**src/sv/sfr_pkg.sv**
```systemverilog
`timescale 1ns / 1ps
`default_nettype none
// ----------------------------------------------------------------------------
// Stream find/replace package
// Sequencer states, register indexes and the byte picker shared by the block.
// ----------------------------------------------------------------------------
package sfr_pkg;

    typedef enum logic [3:0] {
        S_IDLE,
        S_CHECK,
        S_DROP,
        S_PUSH,
        S_REPL,
        S_FLUSH,
        S_MARK,
        S_DUMP,
        S_TAIL
    } t_state;

    typedef logic [2:0] t_cfg_idx;

    localparam t_cfg_idx CFG_PAT_LO  = 3'd0;
    localparam t_cfg_idx CFG_PAT_HI  = 3'd1;
    localparam t_cfg_idx CFG_PAT_LEN = 3'd2;
    localparam t_cfg_idx CFG_REP_LO  = 3'd3;
    localparam t_cfg_idx CFG_REP_HI  = 3'd4;
    localparam t_cfg_idx CFG_REP_LEN = 3'd5;

    localparam int CFG_DATA_W = 64;
    localparam int LEN_W      = 5;

    // Bytes at index 16 and above read as zero.
    function automatic logic [7:0] f_pick_byte(input logic [63:0] lo,
                                               input logic [63:0] hi,
                                               input logic [6:0]  idx);
        logic [127:0] w;
        w = {hi, lo};
        if (idx[6:4] == 3'd0) begin
            return w[{idx[3:0], 3'b000} +: 8];
        end
        return 8'h00;
    endfunction

endpackage
`default_nettype wire

```
**src/sv/sfr_in_if.sv**
```systemverilog
`timescale 1ns / 1ps
`default_nettype none
// ----------------------------------------------------------------------------
// Stream find/replace input channel
// Valid/ready channel carrying one text byte or an end-of-stream beat.
// ----------------------------------------------------------------------------
interface sfr_in_if;
    logic       valid;
    logic       ready;
    logic       func;
    logic [7:0] in_byte;

    modport source (output valid, output func, output in_byte, input ready);
    modport sink   (input valid, input func, input in_byte, output ready);
endinterface
`default_nettype wire

```
**src/sv/sfr_out_if.sv**
```systemverilog
`timescale 1ns / 1ps
`default_nettype none
// ----------------------------------------------------------------------------
// Stream find/replace output channel
// Valid/ready channel carrying one result byte or the end marker.
// ----------------------------------------------------------------------------
interface sfr_out_if;
    logic       valid;
    logic       ready;
    logic [7:0] out_byte;
    logic       byte_valid;
    logic       last_of_run;
    logic       stream_end;

    modport source (output valid, output out_byte, output byte_valid,
                    output last_of_run, output stream_end, input ready);
    modport sink   (input valid, input out_byte, input byte_valid,
                    input last_of_run, input stream_end, output ready);
endinterface
`default_nettype wire

```
**src/sv/stream_find_replace.sv**
```systemverilog
`timescale 1ns / 1ps
`default_nettype none
// ----------------------------------------------------------------------------
// Stream find/replace
// Replaces every leftmost, non-overlapping occurrence of a pattern in a byte
// stream; unmatched bytes wait in a pending buffer while they are a prefix.
//
//   channel   dir  handshake       payload
//   i_in      in   valid/ready     func, in_byte
//   o_out     out  valid/ready     out_byte, byte_valid, last_of_run, stream_end
//   cfg       in   i_cfg_we        i_cfg_idx, i_cfg_data
//
// One beat is taken in a cycle, then the block is busy. Each prefix check runs
// one compare per cycle over the pending bytes, and every result goes out
// through the output register; a byte is stored, checked and its results
// sent, and end of stream sends the pending bytes, then the end marker.
// Output stalls hold the sequencer; a waiting result does not block i_in.
// Reset is synchronous; pending buffer contents are not cleared.
// ----------------------------------------------------------------------------
module stream_find_replace #(
    parameter int MAX_PATTERN     = 16,
    parameter int MAX_REPLACEMENT = 16
) (
    input  wire                            i_clk,
    input  wire                            i_rst_n,
    sfr_in_if.sink                         i_in,
    sfr_out_if.source                      o_out,
    input  wire                            i_cfg_we,
    input  wire sfr_pkg::t_cfg_idx         i_cfg_idx,
    input  wire [sfr_pkg::CFG_DATA_W-1:0]  i_cfg_data
);
    import sfr_pkg::*;

    localparam int MAXI = (MAX_PATTERN > MAX_REPLACEMENT) ? MAX_PATTERN : MAX_REPLACEMENT;
    localparam int IW   = (MAXI > 1) ? $clog2(MAXI) : 1;
    localparam int PW   = (MAX_PATTERN > 1) ? $clog2(MAX_PATTERN) : 1;
    localparam int CW   = $clog2(MAX_PATTERN + 1);
    localparam logic [6:0] MAXP7 = 7'(MAX_PATTERN);
    localparam logic [6:0] MAXR7 = 7'(MAX_REPLACEMENT);

    // configuration
    logic [63:0]      r_pat_lo, r_pat_hi, r_rep_lo, r_rep_hi;
    logic [LEN_W-1:0] r_pat_len, r_rep_len;

    // sequencer and datapath
    t_state           r_state, n_state;
    logic [CW-1:0]    r_count, n_count;
    logic [IW-1:0]    r_idx, n_idx;
    logic [7:0]       r_byte, n_byte;
    logic [7:0]       r_hold_byte, n_hold_byte;
    logic             r_hold_vld, n_hold_vld;
    logic             r_push_last, n_push_last;
    logic             r_do_repl, n_do_repl;
    logic [7:0]       r_pend [MAX_PATTERN];

    // output register
    logic             r_out_valid, n_out_valid;
    logic [7:0]       r_out_byte, n_out_byte;
    logic             r_out_bv, n_out_bv;
    logic             r_out_last, n_out_last;
    logic             r_out_end, n_out_end;

    logic             accept, out_free, eq, last_idx, full, rep_last;
    logic             pend_wr, pend_shift;
    logic [6:0]       plen7, rl7;
    logic [7:0]       pend_rd, pat_rd, rep_rd;

    always_comb begin
        if (r_pat_len == '0) begin
            plen7 = 7'd1;
        end else if ({2'b00, r_pat_len} > MAXP7) begin
            plen7 = MAXP7;
        end else begin
            plen7 = {2'b00, r_pat_len};
        end
        rl7 = ({2'b00, r_rep_len} > MAXR7) ? MAXR7 : {2'b00, r_rep_len};
    end

    assign accept   = i_in.valid && i_in.ready;
    assign out_free = !r_out_valid || o_out.ready;

    // shared compare unit
    assign pend_rd  = r_pend[r_idx[PW-1:0]];
    assign pat_rd   = f_pick_byte(r_pat_lo, r_pat_hi, 7'(r_idx));
    assign rep_rd   = f_pick_byte(r_rep_lo, r_rep_hi, 7'(r_idx));
    assign eq       = (pend_rd == pat_rd);
    assign last_idx = (7'(r_idx) + 7'd1 == 7'(r_count));
    assign full     = (7'(r_count) == plen7);
    assign rep_last = (7'(r_idx) + 7'd1 == rl7);

    assign i_in.ready        = (r_state == S_IDLE);
    assign o_out.valid       = r_out_valid;
    assign o_out.out_byte    = r_out_byte;
    assign o_out.byte_valid  = r_out_bv;
    assign o_out.last_of_run = r_out_last;
    assign o_out.stream_end  = r_out_end;

    // next state
    always_comb begin
        n_state = r_state;
        case (r_state)
            S_IDLE: begin
                if (accept) begin
                    if (i_in.func) begin
                        n_state = (r_count == '0) ? S_MARK : S_FLUSH;
                    end else if (7'(r_count) >= plen7) begin
                        n_state = S_DUMP;
                    end else begin
                        n_state = S_CHECK;
                    end
                end
            end
            S_CHECK: begin
                if (!eq) begin
                    n_state = S_DROP;
                end else if (last_idx) begin
                    if (r_hold_vld) begin
                        n_state = S_PUSH;
                    end else if (full && rl7 != 7'd0) begin
                        n_state = S_REPL;
                    end else begin
                        n_state = S_IDLE;
                    end
                end
            end
            S_DROP: begin
                if (!r_hold_vld || out_free) begin
                    n_state = (r_count == CW'(1)) ? S_PUSH : S_CHECK;
                end
            end
            S_PUSH: begin
                if (out_free) begin
                    n_state = r_do_repl ? S_REPL : S_IDLE;
                end
            end
            S_REPL: begin
                if (out_free && rep_last) begin
                    n_state = S_IDLE;
                end
            end
            S_FLUSH: begin
                if (out_free && r_count == CW'(1)) begin
                    n_state = S_MARK;
                end
            end
            S_MARK: begin
                if (out_free) begin
                    n_state = S_IDLE;
                end
            end
            S_DUMP: begin
                if (out_free && r_count == CW'(1)) begin
                    n_state = S_TAIL;
                end
            end
            S_TAIL: begin
                if (out_free) begin
                    n_state = S_IDLE;
                end
            end
            default: n_state = S_IDLE;
        endcase
    end

    // datapath
    always_comb begin
        n_count     = r_count;
        n_idx       = r_idx;
        n_byte      = r_byte;
        n_hold_byte = r_hold_byte;
        n_hold_vld  = r_hold_vld;
        n_push_last = r_push_last;
        n_do_repl   = r_do_repl;
        n_out_valid = r_out_valid && !o_out.ready;
        n_out_byte  = r_out_byte;
        n_out_bv    = r_out_bv;
        n_out_last  = r_out_last;
        n_out_end   = r_out_end;
        pend_wr     = 1'b0;
        pend_shift  = 1'b0;
        case (r_state)
            S_IDLE: begin
                n_idx  = '0;
                n_byte = i_in.in_byte;
                if (accept && !i_in.func && 7'(r_count) < plen7) begin
                    pend_wr = 1'b1;
                    n_count = r_count + CW'(1);
                end
            end
            S_CHECK: begin
                if (eq && !last_idx) begin
                    n_idx = r_idx + IW'(1);
                end else if (eq) begin
                    n_idx       = '0;
                    n_push_last = !(full && rl7 != 7'd0);
                    n_do_repl   = full && rl7 != 7'd0;
                    if (full) begin
                        n_count = '0;
                    end
                end
            end
            S_DROP: begin
                if (!r_hold_vld || out_free) begin
                    if (r_hold_vld) begin
                        n_out_valid = 1'b1;
                        n_out_byte  = r_hold_byte;
                        n_out_bv    = 1'b1;
                        n_out_last  = 1'b0;
                        n_out_end   = 1'b0;
                    end
                    n_hold_byte = r_pend[0];
                    n_hold_vld  = 1'b1;
                    pend_shift  = 1'b1;
                    n_count     = r_count - CW'(1);
                    n_idx       = '0;
                    n_push_last = 1'b1;
                    n_do_repl   = 1'b0;
                end
            end
            S_PUSH: begin
                if (out_free) begin
                    n_out_valid = 1'b1;
                    n_out_byte  = r_hold_byte;
                    n_out_bv    = 1'b1;
                    n_out_last  = r_push_last;
                    n_out_end   = 1'b0;
                    n_hold_vld  = 1'b0;
                    n_idx       = '0;
                end
            end
            S_REPL: begin
                if (out_free) begin
                    n_out_valid = 1'b1;
                    n_out_byte  = rep_rd;
                    n_out_bv    = 1'b1;
                    n_out_last  = rep_last;
                    n_out_end   = 1'b0;
                    n_idx       = r_idx + IW'(1);
                end
            end
            S_FLUSH, S_DUMP: begin
                if (out_free) begin
                    n_out_valid = 1'b1;
                    n_out_byte  = r_pend[0];
                    n_out_bv    = 1'b1;
                    n_out_last  = 1'b0;
                    n_out_end   = 1'b0;
                    pend_shift  = 1'b1;
                    n_count     = r_count - CW'(1);
                end
            end
            S_MARK: begin
                if (out_free) begin
                    n_out_valid = 1'b1;
                    n_out_byte  = 8'h00;
                    n_out_bv    = 1'b0;
                    n_out_last  = 1'b1;
                    n_out_end   = 1'b1;
                end
            end
            S_TAIL: begin
                if (out_free) begin
                    n_out_valid = 1'b1;
                    n_out_byte  = r_byte;
                    n_out_bv    = 1'b1;
                    n_out_last  = 1'b1;
                    n_out_end   = 1'b0;
                end
            end
            default: begin
                n_count = r_count;
            end
        endcase
    end

    always_ff @(posedge i_clk) begin
        if (!i_rst_n) begin
            r_pat_lo  <= '0;
            r_pat_hi  <= '0;
            r_pat_len <= LEN_W'(1);
            r_rep_lo  <= '0;
            r_rep_hi  <= '0;
            r_rep_len <= '0;
        end else if (i_cfg_we) begin
            case (i_cfg_idx)
                CFG_PAT_LO:  r_pat_lo  <= i_cfg_data;
                CFG_PAT_HI:  r_pat_hi  <= i_cfg_data;
                CFG_PAT_LEN: r_pat_len <= i_cfg_data[LEN_W-1:0];
                CFG_REP_LO:  r_rep_lo  <= i_cfg_data;
                CFG_REP_HI:  r_rep_hi  <= i_cfg_data;
                CFG_REP_LEN: r_rep_len <= i_cfg_data[LEN_W-1:0];
                default: begin
                    r_pat_len <= r_pat_len;
                end
            endcase
        end
    end

    always_ff @(posedge i_clk) begin
        if (!i_rst_n) begin
            r_state     <= S_IDLE;
            r_count     <= '0;
            r_hold_vld  <= 1'b0;
            r_out_valid <= 1'b0;
        end else begin
            r_state     <= n_state;
            r_count     <= n_count;
            r_hold_vld  <= n_hold_vld;
            r_out_valid <= n_out_valid;
        end
    end

    always_ff @(posedge i_clk) begin
        r_idx       <= n_idx;
        r_byte      <= n_byte;
        r_hold_byte <= n_hold_byte;
        r_push_last <= n_push_last;
        r_do_repl   <= n_do_repl;
        r_out_byte  <= n_out_byte;
        r_out_bv    <= n_out_bv;
        r_out_last  <= n_out_last;
        r_out_end   <= n_out_end;
    end

    // pending buffer: append at the fill level, drop from the front
    always_ff @(posedge i_clk) begin
        if (pend_wr) begin
            r_pend[r_count[PW-1:0]] <= i_in.in_byte;
        end else if (pend_shift) begin
            for (int i = 0; i < MAX_PATTERN - 1; i++) begin
                r_pend[i] <= r_pend[i + 1];
            end
        end
    end

`ifndef SYNTHESIS
    a_idle_no_hold: assert property (@(posedge i_clk) disable iff (!i_rst_n)
        (r_state == S_IDLE) |-> !r_hold_vld)
        else $error("held byte left over when idle");

    a_check_bounds: assert property (@(posedge i_clk) disable iff (!i_rst_n)
        (r_state == S_CHECK) |-> (r_count != '0 && 7'(r_count) <= plen7
                                  && 7'(r_idx) < 7'(r_count)))
        else $error("prefix check out of range");

    a_end_marker: assert property (@(posedge i_clk) disable iff (!i_rst_n)
        (r_out_valid && r_out_end) |-> (r_out_last && !r_out_bv))
        else $error("end marker malformed");

    a_mark_clears: assert property (@(posedge i_clk) disable iff (!i_rst_n)
        (r_state == S_MARK && out_free) |=> (r_count == '0 && r_state == S_IDLE))
        else $error("pending bytes left after end of stream");

    a_repl_nonempty: assert property (@(posedge i_clk) disable iff (!i_rst_n)
        (r_state == S_REPL) |-> (7'(r_idx) < rl7 && r_count == '0))
        else $error("replacement index out of range");
`endif

endmodule
`default_nettype wire

```
**src/flat_wrapper.sv**
```systemverilog
// flat-port wrapper written by rule: the top's interface ports become plain ports
module stream_find_replace_flat import sfr_pkg::*;
#(
    parameter int MAX_PATTERN     = 16,
    parameter int MAX_REPLACEMENT = 16
)
  (i_clk, i_rst_n, i_cfg_we, i_cfg_idx, i_cfg_data, i_in_valid, i_in_func, i_in_in_byte, i_in_ready, o_out_valid, o_out_out_byte, o_out_byte_valid, o_out_last_of_run, o_out_stream_end, o_out_ready);
  sfr_in_if i_in_i ();
  sfr_out_if o_out_i ();
  input  wire i_clk;
  input  wire i_rst_n;
  input  wire i_cfg_we;
  input  wire sfr_pkg::t_cfg_idx i_cfg_idx;
  input  wire [sfr_pkg::CFG_DATA_W-1:0] i_cfg_data;
  input wire logic [$bits(i_in_i.valid)-1:0] i_in_valid;
  input wire logic [$bits(i_in_i.func)-1:0] i_in_func;
  input wire logic [$bits(i_in_i.in_byte)-1:0] i_in_in_byte;
  output wire logic [$bits(i_in_i.ready)-1:0] i_in_ready;
  output wire logic [$bits(o_out_i.valid)-1:0] o_out_valid;
  output wire logic [$bits(o_out_i.out_byte)-1:0] o_out_out_byte;
  output wire logic [$bits(o_out_i.byte_valid)-1:0] o_out_byte_valid;
  output wire logic [$bits(o_out_i.last_of_run)-1:0] o_out_last_of_run;
  output wire logic [$bits(o_out_i.stream_end)-1:0] o_out_stream_end;
  input wire logic [$bits(o_out_i.ready)-1:0] o_out_ready;
  assign i_in_i.valid = i_in_valid;
  assign i_in_i.func = i_in_func;
  assign i_in_i.in_byte = i_in_in_byte;
  assign i_in_ready = i_in_i.ready;
  assign o_out_valid = o_out_i.valid;
  assign o_out_out_byte = o_out_i.out_byte;
  assign o_out_byte_valid = o_out_i.byte_valid;
  assign o_out_last_of_run = o_out_i.last_of_run;
  assign o_out_stream_end = o_out_i.stream_end;
  assign o_out_i.ready = o_out_ready;
  stream_find_replace #(.MAX_PATTERN(MAX_PATTERN), .MAX_REPLACEMENT(MAX_REPLACEMENT)) u_core (.i_clk(i_clk), .i_rst_n(i_rst_n), .i_in(i_in_i), .o_out(o_out_i), .i_cfg_we(i_cfg_we), .i_cfg_idx(i_cfg_idx), .i_cfg_data(i_cfg_data));
endmodule
```
**config.mk**
```make
export PLATFORM = sky130hd
export DESIGN_NAME = stream_find_replace_flat
export DESIGN_NICKNAME = d
export VERILOG_FILES = /design/src/sv/sfr_pkg.sv /design/src/sv/sfr_in_if.sv /design/src/sv/sfr_out_if.sv /design/src/sv/stream_find_replace.sv /design/src/flat_wrapper.sv
export SDC_FILE = /design/constraint.sdc
export NUM_CORES = 1
export LEC_CHECK = 0
export ABC_CLOCK_PERIOD_IN_PS = 3920
export BUFFER_PORTS_ARGS = -buffer_cell sky130_fd_sc_hd__buf_2
export CAP_MARGIN = 20
export CORE_ASPECT_RATIO = 1.2
export CORE_MARGIN = 2
export CORE_UTILIZATION = 60
export CTS_CLUSTER_DIAMETER = 100
export CTS_CLUSTER_SIZE = 40
export DETAILED_ROUTE_END_ITERATION = 7
export PLACE_DENSITY = 0.78
export RECOVER_POWER = 100
export SYNTH_ARGS = -nofsm -noshare
export SYNTH_HDL_FRONTEND = slang
export SYNTH_SLANG_ARGS = --single-unit
```
**constraint.sdc**
```tcl
create_clock -name i_clk -period 3.92 [get_ports i_clk]
set_input_delay 0.196 -clock i_clk [delete_from_list [all_inputs] [get_ports i_clk]]
set_output_delay 0.196 -clock i_clk [all_outputs]
set_load 0.01 [all_outputs]
```
# --- Yosys cells after proc, flatten, opt, wreduce, memory -nomap -nowiden ---
# Memories as Yosys holds them, arrays and structs flattened. A register that Yosys moved wholly into a read port is not among the register bits.
# Cells that the tools add are included.
word_totals:
  register_bits: 310
  latch_bits: 0
  ram_bits: 128
  romBits: 0
  inputBits: 81
  out_inout_bits: 13
  wordCells: 193
  n_memories: 1
op_classes:
  n_addsub: 4
  multipliers: 0
  div_mod_pow: 0
  order_cmp: 4
  n_eq_ne: 37
  n_shift: 2
  mux: 78
  bitwise: 0
  n_reduce_logical: 48
mem_list:
  columns: ["memory", "depth", "width", "read_ports", "rd_clocked_by_memory_dff", "write_ports", "line", "source"]
  rows:
  - ["u_core.r_pend", 16, 8, 17, 1, 15, "stream_find_replace.sv:54", "logic [7:0] r_pend [MAX_PATTERN];"]
ops:
  columns: ["cell", "count"]
  rows:
  - ["$shiftx 128x8->8", 2]
  - ["$mux 4", 17]
  - ["$mux 8", 8]
  - ["$pmux 8 s6", 1]
  - ["$mux 5", 9]
  - ["$pmux 4 s8", 1]
  - ["$ne 2x1->1 const B", 14]
  - ["$mux 1", 27]
  - ["$pmux 4 s5", 1]
  - ["$pmux 5 s4", 1]
  - ["$eq 4x3->1 const B", 4]
  - ["$reduce_and 8->1", 2]
  - ["$reduce_and 2->1", 7]
  - ["$reduce_and 7->1", 2]
  - ["$gt 5x5->1 const B", 2]
  - ["$logic_not 5->1", 2]
  - ["$pmux 1 s2", 5]
  - ["$reduce_and 5->1", 2]
  - ["$reduce_bool 5->1", 2]
  - ["$mux 3", 3]
  - ["$eq 4x2->1 const B", 2]
  - ["$eq 8x8->1", 1]
  - ["$logic_and 1x1->1", 8]
  - ["$reduce_or 8->1", 1]
  - ["other kinds (35)", 49]

# --- Longest topological paths before layout ---
depth:
  depth_word: 11
  ltp_mapped: 13
  depth_no_buf: 12

# --- Least setup slack after synthesis ---
# No wires, ideal clock.
synth_timing:
  path_kind: "register to register"
  from: "register u_core.r_idx[0]"
  to: "register u_core.r_out_byte[4] (netlist: u_core.o_out.out_byte[4]) (data pin)"
  setup_time_ns: 0.265
  arrival_time_ns: 3.244
  t_required_ns: 3.655
  path_slack_ns: 0.411
  path_stages_with_launch: 11
  path_buffers: 6
  period_less_slack_ns: 3.509
  cell_sequence: "edfxtp_1 > buf_2 > buf_4 > buf_2 > buf_2 > buf_1 > buf_2 > mux4_2 > mux4_2 > a222oi_1 > a21oi_1"
synth_between:
  elab_chain_cells: 3
synth_rtl:
  columns: ["element", "line", "source"]
  rows:
  - ["start: declaration", "stream_find_replace.sv:48", "logic [IW-1:0] r_idx, n_idx;"]
  - ["start signal: assignment", "stream_find_replace.sv:314", "r_idx <= n_idx;"]
  - ["$shiftx 128x8->8", "sfr_pkg.sv:40", "return w[{idx[3:0], 3'b000} +: 8];"]
  - ["$mux 8", "stream_find_replace.sv:232", "if (out_free) begin"]
  - ["$pmux 8 s6", "stream_find_replace.sv:181", "case (r_state)"]
  - ["named net u_core.n_out_byte[4]", "stream_find_replace.sv:58", "logic [7:0] r_out_byte, n_out_byte;"]
  - ["end signal: assignment", "stream_find_replace.sv:319", "r_out_byte <= n_out_byte;"]
  - ["end: declaration", "stream_find_replace.sv:58", null]
# The timed path passes the listed nets, and every way through them passes these cells. The select of a mux whose other input is x is not followed.
# A chain may end at the register's enable or synchronous reset.

==> results.ini <==
[worst_setup_path]
slowest_delay_ps = 580
crit_fanout = 32
cp_top_family = multiplexers
crit_chain = buf_12 > mux4_2 > mux4_2 > and3_1 > or4_1 > o41ai_1 > buf_4 > o211ai_1 > a32o_1
endpoint_kind = register
path_class = reg2reg
critPathSlowestCell = or4_1
critPathLaunchType = register
cp.required_ps = 4380
arrival_ps = 4120
path_buf_inv = 2
cpMostUsedCell = mux4_2

[sta]
fin_tns_setup_ps = 0
setup_slack_ps = 255
skew_ps = 45.2
slew_headroom = -1.05
tightest_slew_ps = 3070
period_share = 0.935
drv_slew = 213
setup_violations = 0
clock.fmax_ghz = 0.273
hold_viol_final = 0
period_minus_slack_ps = 3670
rsz0062_at_grt = no

[place]
place_congestion = 0.877
port_buffers = 93
place_ws_ps = 238
dpl.hpwl_mm = 37.1

[routing]
ant_nets = 0
drt_first_pass_iters = 6
vias = 15900
drt-initial-drc-count = 2005
avgRoutedWirePerCell_um = 21.0
route.detailed.drc = 0
viasPerCell = 6.04
wl_mm = 55.3

[clocking]
post_cts_buffers = 0
ctsHtreeMaxLevel = 1
clk_pin_slew_ps = 150
tritoncts = done
cts.sinks = 442
numCtsBuffers = 15
cts_max_path_buffers = 3
clkLatencyLatePin_ps = 550
root_buffer = clkbuf_16

[floorplan]
die_x_um = 173
num_rows = 74
core_mm2 = 0.0340
die_area_mm2 = 0.0358
initial_utilization = 0.606
io_pins = 94
die_height_um = 207

[synthesis]
synth_area_mm2 = 0.0206
synth_most_common_cell = nand2_1
synthArstFlopShare = 0
yosys.area.top_type = dfxtp_1
synth.lib_cells_used.distinct = 63
synth_area_leaders = dfxtp_1 27%, edfxtp_1 23%, nand2_1 15%, mux4_2 11%, a21boi_0 9.4%
synth_seq_cells = 442
synth_top_area_frac = 0.273
synth.avg_cell_area_um2 = 9.80
synthCells = 2103
synth_common_cells = 798 x nand2_1, 281 x dfxtp_1, 259 x a21boi_0, 161 x edfxtp_1, 131 x clkbuf_1
ys_seq_area_frac = 0.508
synth_edf_count = 161
syn_nets = 2194
ys.flop_type = dfxtp_1
synth_warnings = 0

[run_status]
status = finished, violations left
violations = capacitance limit, slew limit

[grt]
top_usage_layer = met2
met3_usage = 0.0293
grt_start_max_net_pins = 143
met1_usage = 0.382
overflow = 0
grt_pass1_wl_mm = 84.9
grt_use_total = 0.304
grt_pass1_vias = 15200
grt_util_met2 = 0.542
antenna_found_initial = 0

[layout]
diodes = 0
regArea_mm2 = 0.0105
drive_above_1_share = 0.109
area_delta_synth_final_pct = 9.22
nFillCells = 2620
nets = 2268
multi_input_area_mm2 = 0.00950

[power_and_ir_drop]
ir_worst_vdd_mv = 0.537
powerDensity_mw_per_mm2 = 554
leakagePower_nw = 7.58

[hold_path]
hp-class = in2reg

[job]
drv_cap = 4

==> power by group <==
part / total [mW] / internal, mW / switching (mW)
Combinational: 4.35 / 1.67 / 2.68
Sequential: 5.97 / 5.58 / 0.388
Clock: 2.16 / 0.765 / 1.40
==> through the flow <==
stage / util / hold slack (ps) / area, um2 / std cells / total power, mW
final: 0.662 / 38.1 / 22500 / 2640 / 12.5
after floorplan: - / 295 / 20600 / 2103 / 8.94
after CTS: 0.666 / 17.8 / 22600 / 2640 / 12.5
after detailed placement: 0.632 / 408 / 21500 / 2545 / 10.4
after global routing: 0.662 / 28.9 / 22500 / 2640 / 13.0
after global placement: 0.632 / 401 / 21500 / 2545 / 10.3
==> sequential cells by signal, indices dropped and copies added, names as in the netlist, 5 cells and up, named ones only <==
| register | flops |
|---|---|
| u_core.o_out.out_byte | 8 |
| u_core.r_byte | 8 |
| u_core.r_count | 5 |
| u_core.r_hold_byte | 8 |
| u_core.r_pat_hi | 64 |
| u_core.r_pat_len | 5 |
| u_core.r_pat_lo | 64 |
| u_core.r_pend | 128 |
| u_core.r_rep_hi | 64 |
| u_core.r_rep_len | 5 |
| u_core.r_rep_lo | 64 |
==> final cells by class <==
| class | instances | area share |
|---|---|---|
| Timing Repair Buffer | 209 | 0.0657 |
| Clock buffer | 22 | 0.0183 |
| Inverter | 11 | 0.00183 |
| Sequential cell | 442 | 0.465 |
| Tap cell | 456 | 0.0254 |
| Multi-Input combinational cell | 1498 | 0.422 |
| Clock inverter | 2 | 0.00161 |
==> timing repair <==
action	4_1_cts	5_1_grt
hold endpoints to repair	263	0
endpoints found under the setup margin	0	13
hold buffers	71	0
gates resized for setup	0	1
==> kinds of logic after synthesis <==
logic type               count (synthesis)  share of synthesized area
adder cells (fa/ha/maj)                 10                    0.00607
AND/OR/NAND/NOR                        941                      0.183
AO/OA/AOI/OAI                          398                      0.140
buffers and inverters                  163                     0.0315
flip-flops                             442                      0.508
XOR/XNOR                                 8                    0.00340
multiplexers                           141                      0.129
==> worst min-delay path, stage by stage <==
cell,delay [ps]
buf_2,190
nand2_1,80
a21boi_0,70
==> cell usage in the layout (no fill, tap or decap), drive strengths merged, types with 3 or more instances in the layout <==
master	count
o21ai	37
a31oi	6
dfxtp	281
a21o	4
nor2	58
nand2b	14
and3	9
o21a	3
o211ai	6
dlygate4sd3	71
nand3	11
mux4	99
a21boi	259
or4	3
nand2	798
a221oi	14
a21oi	33
a31o	4
mux2i	40
o2bb2ai	3
ha	10
xnor2	6
inv	11
and2	4
buf	92
edfxtp	161
nor3	9
clkbuf	68
nor3b	4
a22oi	8
or3	3
nor2b	18
o22ai	3
==> final timing paths <==
kind / start / to / slack (ps) / depth (start not counted)
min: i_cfg_data[4] / u_core.r_pat_hi[4] / 40 / 3
max reg2reg: register / u_core.r_state[1] / 250 / 9
max: register / u_core.r_state[1] / 250 / 9
min reg2reg: u_core.r_pat_lo[54] / u_core.r_pat_lo[54] / 470 / 2
==> metal layers <==
| layer | part of all wire | vias up | wire length (um) |
|---|---|---|---|
| met5 | 0 | - | 0 |
| met4 | 0.046 | 0 | 2540 |
| met3 | 0.066 | 122 | 3630 |
| met2 | 0.50 | 639 | 27800 |
| met1 | 0.39 | 7789 | 21400 |
| li1 | - | 7390 | - |
Note: power is estimated with default switching activity, not from simulation.
